<file path="config.mk">
export PLATFORM = sky130hd
export DESIGN_NAME = semicolon_frame_parser_top
export DESIGN_NICKNAME = d
export VERILOG_FILES = /design/src/hw/rtl/sfp_pkg.sv /design/src/hw/rtl/semicolon_frame_parser_top.sv /design/src/hw/rtl/sfp_datapath.sv /design/src/hw/rtl/sfp_ctrl.sv
export SDC_FILE = /design/constraint.sdc
export NUM_CORES = 1
export LEC_CHECK = 0
export BUFFER_PORTS_ARGS = -buffer_cell sky130_fd_sc_hd__buf_4
export CAP_MARGIN = 30
export CORE_MARGIN = 10
export CORE_UTILIZATION = 35
export DETAILED_ROUTE_END_ITERATION = 16
export PLACE_DENSITY_LB_ADDON = 0.2
export SYNTH_ARGS = -nofsm -noshare
export SYNTH_HDL_FRONTEND = slang
export SYNTH_SLANG_ARGS = --single-unit
</file>
<file path="constraint.sdc">
create_clock -name clock -period 13.97 [get_ports clock]
set_input_delay 2.794 -clock clock [delete_from_list [all_inputs] [get_ports clock]]
set_output_delay 2.794 -clock clock [all_outputs]
set_load 0.02 [all_outputs]
</file>
<file path="src/hw/rtl/sfp_pkg.sv">
// ----------------------------------------------------------------------------
// sfp_pkg
// Shared types and character constants for the semicolon frame parser.
// ----------------------------------------------------------------------------
package sfp_pkg;

   localparam int LEN_W = 7;   // holds any counted frame length (6 + 99)

   localparam logic [7:0] CHAR_SEMI  = 8'h3B;
   localparam logic [7:0] CHAR_D     = 8'h44;
   localparam logic [7:0] CHAR_S     = 8'h53;
   localparam logic [7:0] CHAR_T     = 8'h54;
   localparam logic [7:0] CHAR_B     = 8'h42;
   localparam logic [7:0] CHAR_ZERO  = 8'h30;
   localparam logic [7:0] CHAR_NINE  = 8'h39;
   localparam logic [7:0] PRINT_LO   = 8'h20;
   localparam logic [7:0] PRINT_HI   = 8'h7E;

   localparam logic [LEN_W-1:0] DS_LEN      = 7'd13;
   localparam logic [LEN_W-1:0] DS_PAY_END  = 7'd12;
   localparam logic [LEN_W-1:0] TB_BASE_LEN = 7'd6;
   localparam logic [LEN_W-1:0] TENS_WEIGHT = 7'd10;

   localparam logic CMD_BYTE       = 1'b0;
   localparam logic KIND_BYTE      = 1'b0;
   localparam logic KIND_ERROR     = 1'b1;

   typedef struct packed {
      logic       cmd;
      logic [7:0] rx_byte;
   } req_type;

   typedef struct packed {
      logic        kind;
      logic [7:0]  frame_byte;
      logic        last;
      logic [31:0] error_total;
   } rsp_type;

   typedef struct packed {
      logic take;      // input beat accepted this cycle
      logic load;      // read buffer entry at the replay index
      logic advance;   // step replay index
      logic finish;    // frame replayed: clear fill count and replay index
      logic err_sel;   // output shows the error result
   } ctrl_cmd_type;

   typedef struct packed {
      logic emit_err;
      logic emit_frame;
      logic last_byte;
   } ctrl_status_type;

endpackage

</file>
<file path="src/hw/rtl/semicolon_frame_parser_top.sv">
// An error result shows in the cycle after its beat is taken.
// A new input beat is stalled until the error result, or the last byte of a
// frame released by a closing ';', has been accepted; each replayed byte
// takes one buffer read and then one output beat.
// Reset: synchronous; clears fill count, drop mode, error count and sequencer.
// ----------------------------------------------------------------------------
// semicolon_frame_parser_top
// Collects ';'-terminated command frames and replays them byte by byte,
// reporting parse errors with a running error total.
// ----------------------------------------------------------------------------
module semicolon_frame_parser_top
   import sfp_pkg::*;
#(
   parameter int FRAME_BYTES = 64
) (
   input  logic    clock,
   input  logic    reset,
   input  logic    req_valid,
   output logic    req_stall,
   input  req_type req_data,
   output logic    rsp_valid,
   input  logic    rsp_stall,
   output rsp_type rsp_data
);

   ctrl_cmd_type    cmd;
   ctrl_status_type status;

   sfp_ctrl u_ctrl (
      .clock     (clock),
      .reset     (reset),
      .req_valid (req_valid),
      .req_stall (req_stall),
      .rsp_valid (rsp_valid),
      .rsp_stall (rsp_stall),
      .status    (status),
      .cmd       (cmd)
   );

   sfp_datapath #(
      .FRAME_BYTES (FRAME_BYTES)
   ) u_datapath (
      .clock    (clock),
      .reset    (reset),
      .req_data (req_data),
      .cmd      (cmd),
      .status   (status),
      .rsp_data (rsp_data)
   );

endmodule

</file>
<file path="src/hw/rtl/sfp_datapath.sv">
// ----------------------------------------------------------------------------
// sfp_datapath
// Frame buffer, header capture, byte classification, error counter and
// replay read path.
// ----------------------------------------------------------------------------
module sfp_datapath
   import sfp_pkg::*;
#(
   parameter int FRAME_BYTES = 64
) (
   input  logic            clock,
   input  logic            reset,
   input  req_type         req_data,
   input  ctrl_cmd_type    cmd,
   output ctrl_status_type status,
   output rsp_type         rsp_data
);

   localparam int FW = $clog2(FRAME_BYTES + 1);
   localparam int AW = $clog2(FRAME_BYTES);

   logic [7:0]    mem [FRAME_BYTES];
   logic [7:0]    rd_data_ff;
   logic [7:0]    hdr0_ff, hdr1_ff, hdr3_ff, hdr4_ff;
   logic [FW-1:0] fill_ff, fill_in;
   logic          drop_ff, drop_in;
   logic [31:0]   err_cnt_ff, err_cnt_in;
   logic [AW-1:0] rd_idx_ff, rd_idx_in;

   logic [LEN_W-1:0] fill_ext, fill_p1, want;
   logic             is_ds, is_tb, full, printable, ds_body, is_semi;
   logic             dec_err, dec_frame, dec_store, dec_drop, dec_clear;
   logic             wr_en;

   function automatic logic is_digit(input logic [7:0] c);
      return (c >= CHAR_ZERO) && (c <= CHAR_NINE);
   endfunction

   assign fill_ext = LEN_W'(fill_ff);
   assign fill_p1  = fill_ext + LEN_W'(1);
   assign full     = fill_ff >= FW'(FRAME_BYTES);
   assign is_semi  = req_data.rx_byte == CHAR_SEMI;

   assign is_ds = (fill_ff >= FW'(2)) && (hdr0_ff == CHAR_D) && (hdr1_ff == CHAR_S);
   assign is_tb = (fill_ff >= FW'(5)) && (hdr0_ff == CHAR_T) && (hdr1_ff == CHAR_B)
                  && is_digit(hdr3_ff) && is_digit(hdr4_ff);

   always_comb begin
      if (is_ds) begin
         want = DS_LEN;
      end else if (is_tb) begin
         want = TB_BASE_LEN + LEN_W'(hdr3_ff[3:0]) * TENS_WEIGHT + LEN_W'(hdr4_ff[3:0]);
      end else begin
         want = '0;
      end
   end

   assign printable = (req_data.rx_byte >= PRINT_LO) && (req_data.rx_byte <= PRINT_HI);
   assign ds_body   = is_ds && (fill_ext < DS_PAY_END);

   // outcome of the current input beat; applied only when it is taken
   always_comb begin
      dec_err   = 1'b0;
      dec_frame = 1'b0;
      dec_store = 1'b0;
      dec_drop  = drop_ff;
      dec_clear = 1'b0;
      if (req_data.cmd != CMD_BYTE) begin
         dec_err   = (fill_ff != '0) || drop_ff;
         dec_drop  = 1'b0;
         dec_clear = 1'b1;
      end else if (is_semi) begin
         if (drop_ff) begin
            dec_drop  = 1'b0;
            dec_clear = 1'b1;
         end else if (fill_ff == '0) begin
            dec_err   = 1'b1;
            dec_clear = 1'b1;
         end else if ((want != '0) && (fill_p1 < want)) begin
            // embedded semicolon inside a counted frame
            if (full) begin
               dec_err   = 1'b1;
               dec_drop  = 1'b1;
               dec_clear = 1'b1;
            end else begin
               dec_store = 1'b1;
            end
         end else if (((want != '0) && (fill_p1 != want)) || full) begin
            dec_err   = 1'b1;
            dec_clear = 1'b1;
         end else begin
            dec_store = 1'b1;
            dec_frame = 1'b1;
         end
      end else if (!drop_ff) begin
         if ((!printable && !ds_body) || (fill_p1 >= LEN_W'(FRAME_BYTES))) begin
            dec_err   = 1'b1;
            dec_drop  = 1'b1;
            dec_clear = 1'b1;
         end else begin
            dec_store = 1'b1;
         end
      end
   end

   assign wr_en = cmd.take && dec_store;

   always_comb begin
      fill_in    = fill_ff;
      drop_in    = drop_ff;
      err_cnt_in = err_cnt_ff;
      rd_idx_in  = rd_idx_ff;
      if (cmd.take) begin
         drop_in = dec_drop;
         if (dec_clear) begin
            fill_in = '0;
         end else if (dec_store) begin
            fill_in = fill_ff + FW'(1);
         end
         if (dec_err) begin
            err_cnt_in = err_cnt_ff + 32'd1;
         end
      end
      if (cmd.advance) begin
         rd_idx_in = rd_idx_ff + AW'(1);
      end
      if (cmd.finish) begin
         rd_idx_in = '0;
         fill_in   = '0;
      end
   end

   always_ff @(posedge clock) begin
      if (reset) begin
         fill_ff    <= '0;
         drop_ff    <= 1'b0;
         err_cnt_ff <= '0;
         rd_idx_ff  <= '0;
      end else begin
         fill_ff    <= fill_in;
         drop_ff    <= drop_in;
         err_cnt_ff <= err_cnt_in;
         rd_idx_ff  <= rd_idx_in;
      end
   end

   always_ff @(posedge clock) begin
      if (wr_en) begin
         mem[fill_ff[AW-1:0]] <= req_data.rx_byte;
      end
      if (cmd.load) begin
         rd_data_ff <= mem[rd_idx_ff];
      end
   end

   // header bytes kept beside the buffer for length decoding
   always_ff @(posedge clock) begin
      if (wr_en) begin
         if (fill_ff == FW'(0)) hdr0_ff <= req_data.rx_byte;
         if (fill_ff == FW'(1)) hdr1_ff <= req_data.rx_byte;
         if (fill_ff == FW'(3)) hdr3_ff <= req_data.rx_byte;
         if (fill_ff == FW'(4)) hdr4_ff <= req_data.rx_byte;
      end
   end

   assign status.emit_err   = dec_err;
   assign status.emit_frame = dec_frame;
   assign status.last_byte  = (FW'(rd_idx_ff) + FW'(1)) == fill_ff;

   always_comb begin
      rsp_data.error_total = err_cnt_ff;
      if (cmd.err_sel) begin
         rsp_data.kind       = KIND_ERROR;
         rsp_data.frame_byte = '0;
         rsp_data.last       = 1'b1;
      end else begin
         rsp_data.kind       = KIND_BYTE;
         rsp_data.frame_byte = rd_data_ff;
         rsp_data.last       = status.last_byte;
      end
   end

endmodule

</file>
<file path="src/hw/rtl/sfp_ctrl.sv">
// ----------------------------------------------------------------------------
// sfp_ctrl
// Sequencer: takes one input beat; if it ends in an error or completes a frame,
// shows the error result or replays the frame, one buffer read per byte.
// ----------------------------------------------------------------------------
module sfp_ctrl
   import sfp_pkg::*;
(
   input  logic            clock,
   input  logic            reset,
   input  logic            req_valid,
   output logic            req_stall,
   output logic            rsp_valid,
   input  logic            rsp_stall,
   input  ctrl_status_type status,
   output ctrl_cmd_type    cmd
);

   localparam logic [1:0] ST_IDLE = 2'd0;
   localparam logic [1:0] ST_ERR  = 2'd1;
   localparam logic [1:0] ST_READ = 2'd2;
   localparam logic [1:0] ST_SHOW = 2'd3;

   logic [1:0] state_ff, state_in;

   assign req_stall = state_ff != ST_IDLE;
   assign rsp_valid = (state_ff == ST_ERR) || (state_ff == ST_SHOW);

   always_comb begin
      state_in    = state_ff;
      cmd         = '0;
      cmd.err_sel = state_ff == ST_ERR;
      case (state_ff)
         ST_IDLE: begin
            if (req_valid) begin
               cmd.take = 1'b1;
               if (status.emit_err) begin
                  state_in = ST_ERR;
               end else if (status.emit_frame) begin
                  state_in = ST_READ;
               end
            end
         end
         ST_ERR: begin
            if (!rsp_stall) begin
               state_in = ST_IDLE;
            end
         end
         ST_READ: begin
            cmd.load = 1'b1;
            state_in = ST_SHOW;
         end
         ST_SHOW: begin
            if (!rsp_stall) begin
               if (status.last_byte) begin
                  cmd.finish = 1'b1;
                  state_in   = ST_IDLE;
               end else begin
                  cmd.advance = 1'b1;
                  state_in    = ST_READ;
               end
            end
         end
         default: begin
            state_in = ST_IDLE;
         end
      endcase
   end

   always_ff @(posedge clock) begin
      if (reset) begin
         state_ff <= ST_IDLE;
      end else begin
         state_ff <= state_in;
      end
   end

endmodule

</file>
==> flow_metrics.env <==
export IMPL_fin_area_um2=28100
export IMPL_hold_end="u_datapath.err_cnt_ff[31]"
export IMPL_hold_violations=0
export IMPL_grt_pass1_vias=12766
export IMPL_slew_headroom_pct=30.2
export IMPL_r2r_slack_ns=8.20
export IMPL_worstPathMaxFanout=13
export IMPL_worst_hold_slack_ns=0.492
export IMPL_via_per_inst=5.34
export IMPL_cts_max_level=3
export IMPL_holdPathStages=2
export IMPL_dpl_hpwl_um=38100
export IMPL_cts_buffers=66
export IMPL_cts_resized=0
export IMPL_yosysTopAreaCellShare_pct=68.0
export IMPL_yosysSeqAreaShare_pct=72.0
export IMPL_worstMarginPinSlew_ns=1.02
export IMPL_drc=0
export IMPL_start_kind="flip-flop"
export IMPL_drtPass1Iterations=5
export IMPL_r2r_start="u_datapath.fill_ext[0]"
export IMPL_antenna_found_initial=1
export IMPL_start_util_pct=35.4
export IMPL_synth_seq_cells=600
export IMPL_timing_rr_end="u_datapath.mem[0][1]"
export IMPL_vdd_ir_drop_worst_v=0.000105
export IMPL_setup_tns_ns=0
export IMPL_synthTopCellsByArea="edfxtp_1 68%, mux4_2 16%, dfxtp_1 3.9%, nor2_1 1.6%, ha_1 1.1%"
export IMPL_fill_cells=6078
export IMPL_hp_start="u_datapath.err_cnt_ff[31]"
export IMPL_area_growth_pct=15.2
export IMPL_overflow=0
export IMPL_yosys_area_top_type="edfxtp_1"
export IMPL_io_buffer_count=56
export IMPL_drt_wl_total_um=60300
export IMPL_drive_above_1_share_pct=25.5
export IMPL_skew_ns=0.0216
export IMPL_synthCells=1303
export IMPL_maxSlewViolCount=0
export IMPL_total_power_mw=3.77
export IMPL_core_area_um2=68800
export IMPL_finalCriticalPeriod_ns=5.77
export IMPL_worstPathRequired_ns=14.19
export IMPL_cts_tree="done"
export IMPL_hp_class="reg2reg"
export IMPL_row_count=96
export IMPL_syn_nets=1340
export IMPL_utilization_pct=40.8
export IMPL_synth_flop_cell="edfxtp_1"
export IMPL_die_h_um=284
export IMPL_setup_violations=0
export IMPL_clock_sinks=600
export IMPL_root_buffer="clkbuf_16"
export IMPL_placed_area_um2=25900
export IMPL_routabilityCongestion=0.786
export IMPL_drt_initial_drc_count=1174
export IMPL_grt_usage_pct=14.8
export IMPL_grt_pass1_wl_um=89600
export IMPL_worstSetupPathType="reg2reg"
export IMPL_layout_common_cells="552 x edfxtp_1, 168 x mux4_2, 102 x nor2_1"
export IMPL_detail_route_antenna_nets=0
export IMPL_async_flop_share_pct=0
export IMPL_vias=12654
export IMPL_insertion_delay_ns=0.60
export IMPL_cts_max_path_buffers=3
export IMPL_cp_arrival_ns=5.99
export IMPL_die_area_um2=80600
export IMPL_fin_nets=1428
export IMPL_n_antenna_cell=0
export IMPL_status="complete, no violations"
export IMPL_power_density_nw_per_um2=134
export IMPL_ys_types=62
export IMPL_synth_cell_area_um2=24400
export IMPL_period_share_pct=41.3
export IMPL_r2r_cells=14
export IMPL_rsz0062_at_grt="false"
export IMPL_yosysWarnings=0
export IMPL_syn_avg_cell_area_um2=18.7
export IMPL_grt_max_degree=107
export IMPL_die_x_um=284
export IMPL_clk_pin_slew_worst_paths_ns=0.06
export IMPL_cts_setup_buffers=0
export IMPL_drv_cap=0
export IMPL_wl_per_cell_um=25.4
export IMPL_pin_count=57
export IMPL_max_freq_ghz=0.173
export IMPL_postCtsHoldBufs=0
export IMPL_cellLeakagePower_nw=8.52
export IMPL_layout_commonest_cell="edfxtp_1"
export IMPL_synth_edff_count=552
export IMPL_cp_end_kind="flip-flop"
## where the power goes
part | internal, mW | total [mW] | leakage (nW) | switching, mW
combinational | 0.0285 | 0.101 | 2.14 | 0.0727
sequential | 1.96 | 1.97 | 5.35 | 0.00439
clock | 0.981 | 1.70 | 1.03 | 0.717
total | 2.97 | 3.77 | 8.52 | 0.794
## cell type report
class | instances | area [µm²] | share of cell area, %
flip-flops and latches | 600 | 17500 | 62.5
multi-input cells | 610 | 6470 | 23.0
clock buffers | 78 | 1760 | 6.27
well taps | 931 | 1160 | 4.15
repair buffers | 87 | 693 | 2.47
clock inverters | 39 | 337 | 1.20
inverters | 26 | 97.6 | 0.348
## per-stage QoR
stage / cells / setup WS, ns
finish: 2371 / 8.20
detailed placement: 2252 / 7.59
CTS: 2369 / 8.16
floorplan: 1303 / 8.70
global route: 2371 / 7.86
global placement: 2241 / 7.57
## worst max-delay path by stage
| stage | startpoint | endpoint |
|---|---|---|
| after floorplan | req_data[3] | u_datapath.mem[27][0] |
| after global placement | req_data[3] | u_datapath.mem[5][2] |
| after detailed placement | req_data[3] | u_datapath.mem[24][6] |
| after CTS | u_datapath.rd_idx_ff[2] | rsp_data[32] |
| after global routing | u_datapath.fill_ext[1] | u_datapath.mem[24][4] |
| final | u_datapath.fill_ext[0] | u_datapath.mem[0][1] |
## cells by family after synthesis
group / share of synthesized area, %
AO/OA/AOI/OAI: 2.84
XOR/XNOR: 0.971
adder cells (fa/ha/maj): 1.29
buffers and inverters: 1.49
flip-flops: 72.0
multiplexers: 15.7
AND/OR/NAND/NOR: 5.77
## routing by layer
layer  global-route usage, %  vias up  share of wire, %
li1                        -     5467                 -
met1                    21.0     6669                44
met2                    23.1      430                47
met3                    2.92       88               6.5
met4                    3.75        0               2.0
met5                       0        -                 0
## state kept, by name (all words and copies together), names as in the netlist
name	flops
u_ctrl.state_ff	2
u_datapath.drop_ff	1
u_datapath.err_cnt_ff	32
u_datapath.fill_ext	7
u_datapath.hdr0_ff	8
u_datapath.hdr1_ff	8
u_datapath.hdr3_ff	8
u_datapath.hdr4_ff	8
u_datapath.mem	512
u_datapath.rd_data_ff	8
u_datapath.rd_idx_ff	6
## synthesized netlist by cell type (3+ instances only)
cell,number
a211oi_1,5
a21o_1,3
a21oi_1,30
a22oi_1,3
and2_1,14
and3_1,6
buf_1,12
buf_2,9
clkbuf_1,45
dfxtp_1,48
edfxtp_1,552
ha_1,22
inv_1,26
mux4_2,168
nand2_1,52
nand2b_1,3
nand3_1,26
nand4_1,9
nor2_1,102
nor2b_1,7
nor3_1,24
o2111ai_1,4
o211ai_1,5
o21ai_0,22
o31ai_1,9
or3_1,18
or4_1,8
xnor2_1,13
xor2_1,14
## worst max-delay path: stages (launching register included)
cell	delay (ns)
dfxtp_1	0.73
ha_1	0.30
o31ai_1	0.11
a2111oi_4	0.59
or2b_1	0.28
ha_1	0.31
nor2b_1	0.14
o211ai_1	0.18
a32oi_1	0.17
a21boi_0	0.47
a211oi_1	0.12
nor4b_2	0.26
buf_4	0.22
nand3_1	0.65
nor2_1	0.87
(Power assumes the default switching activity.)
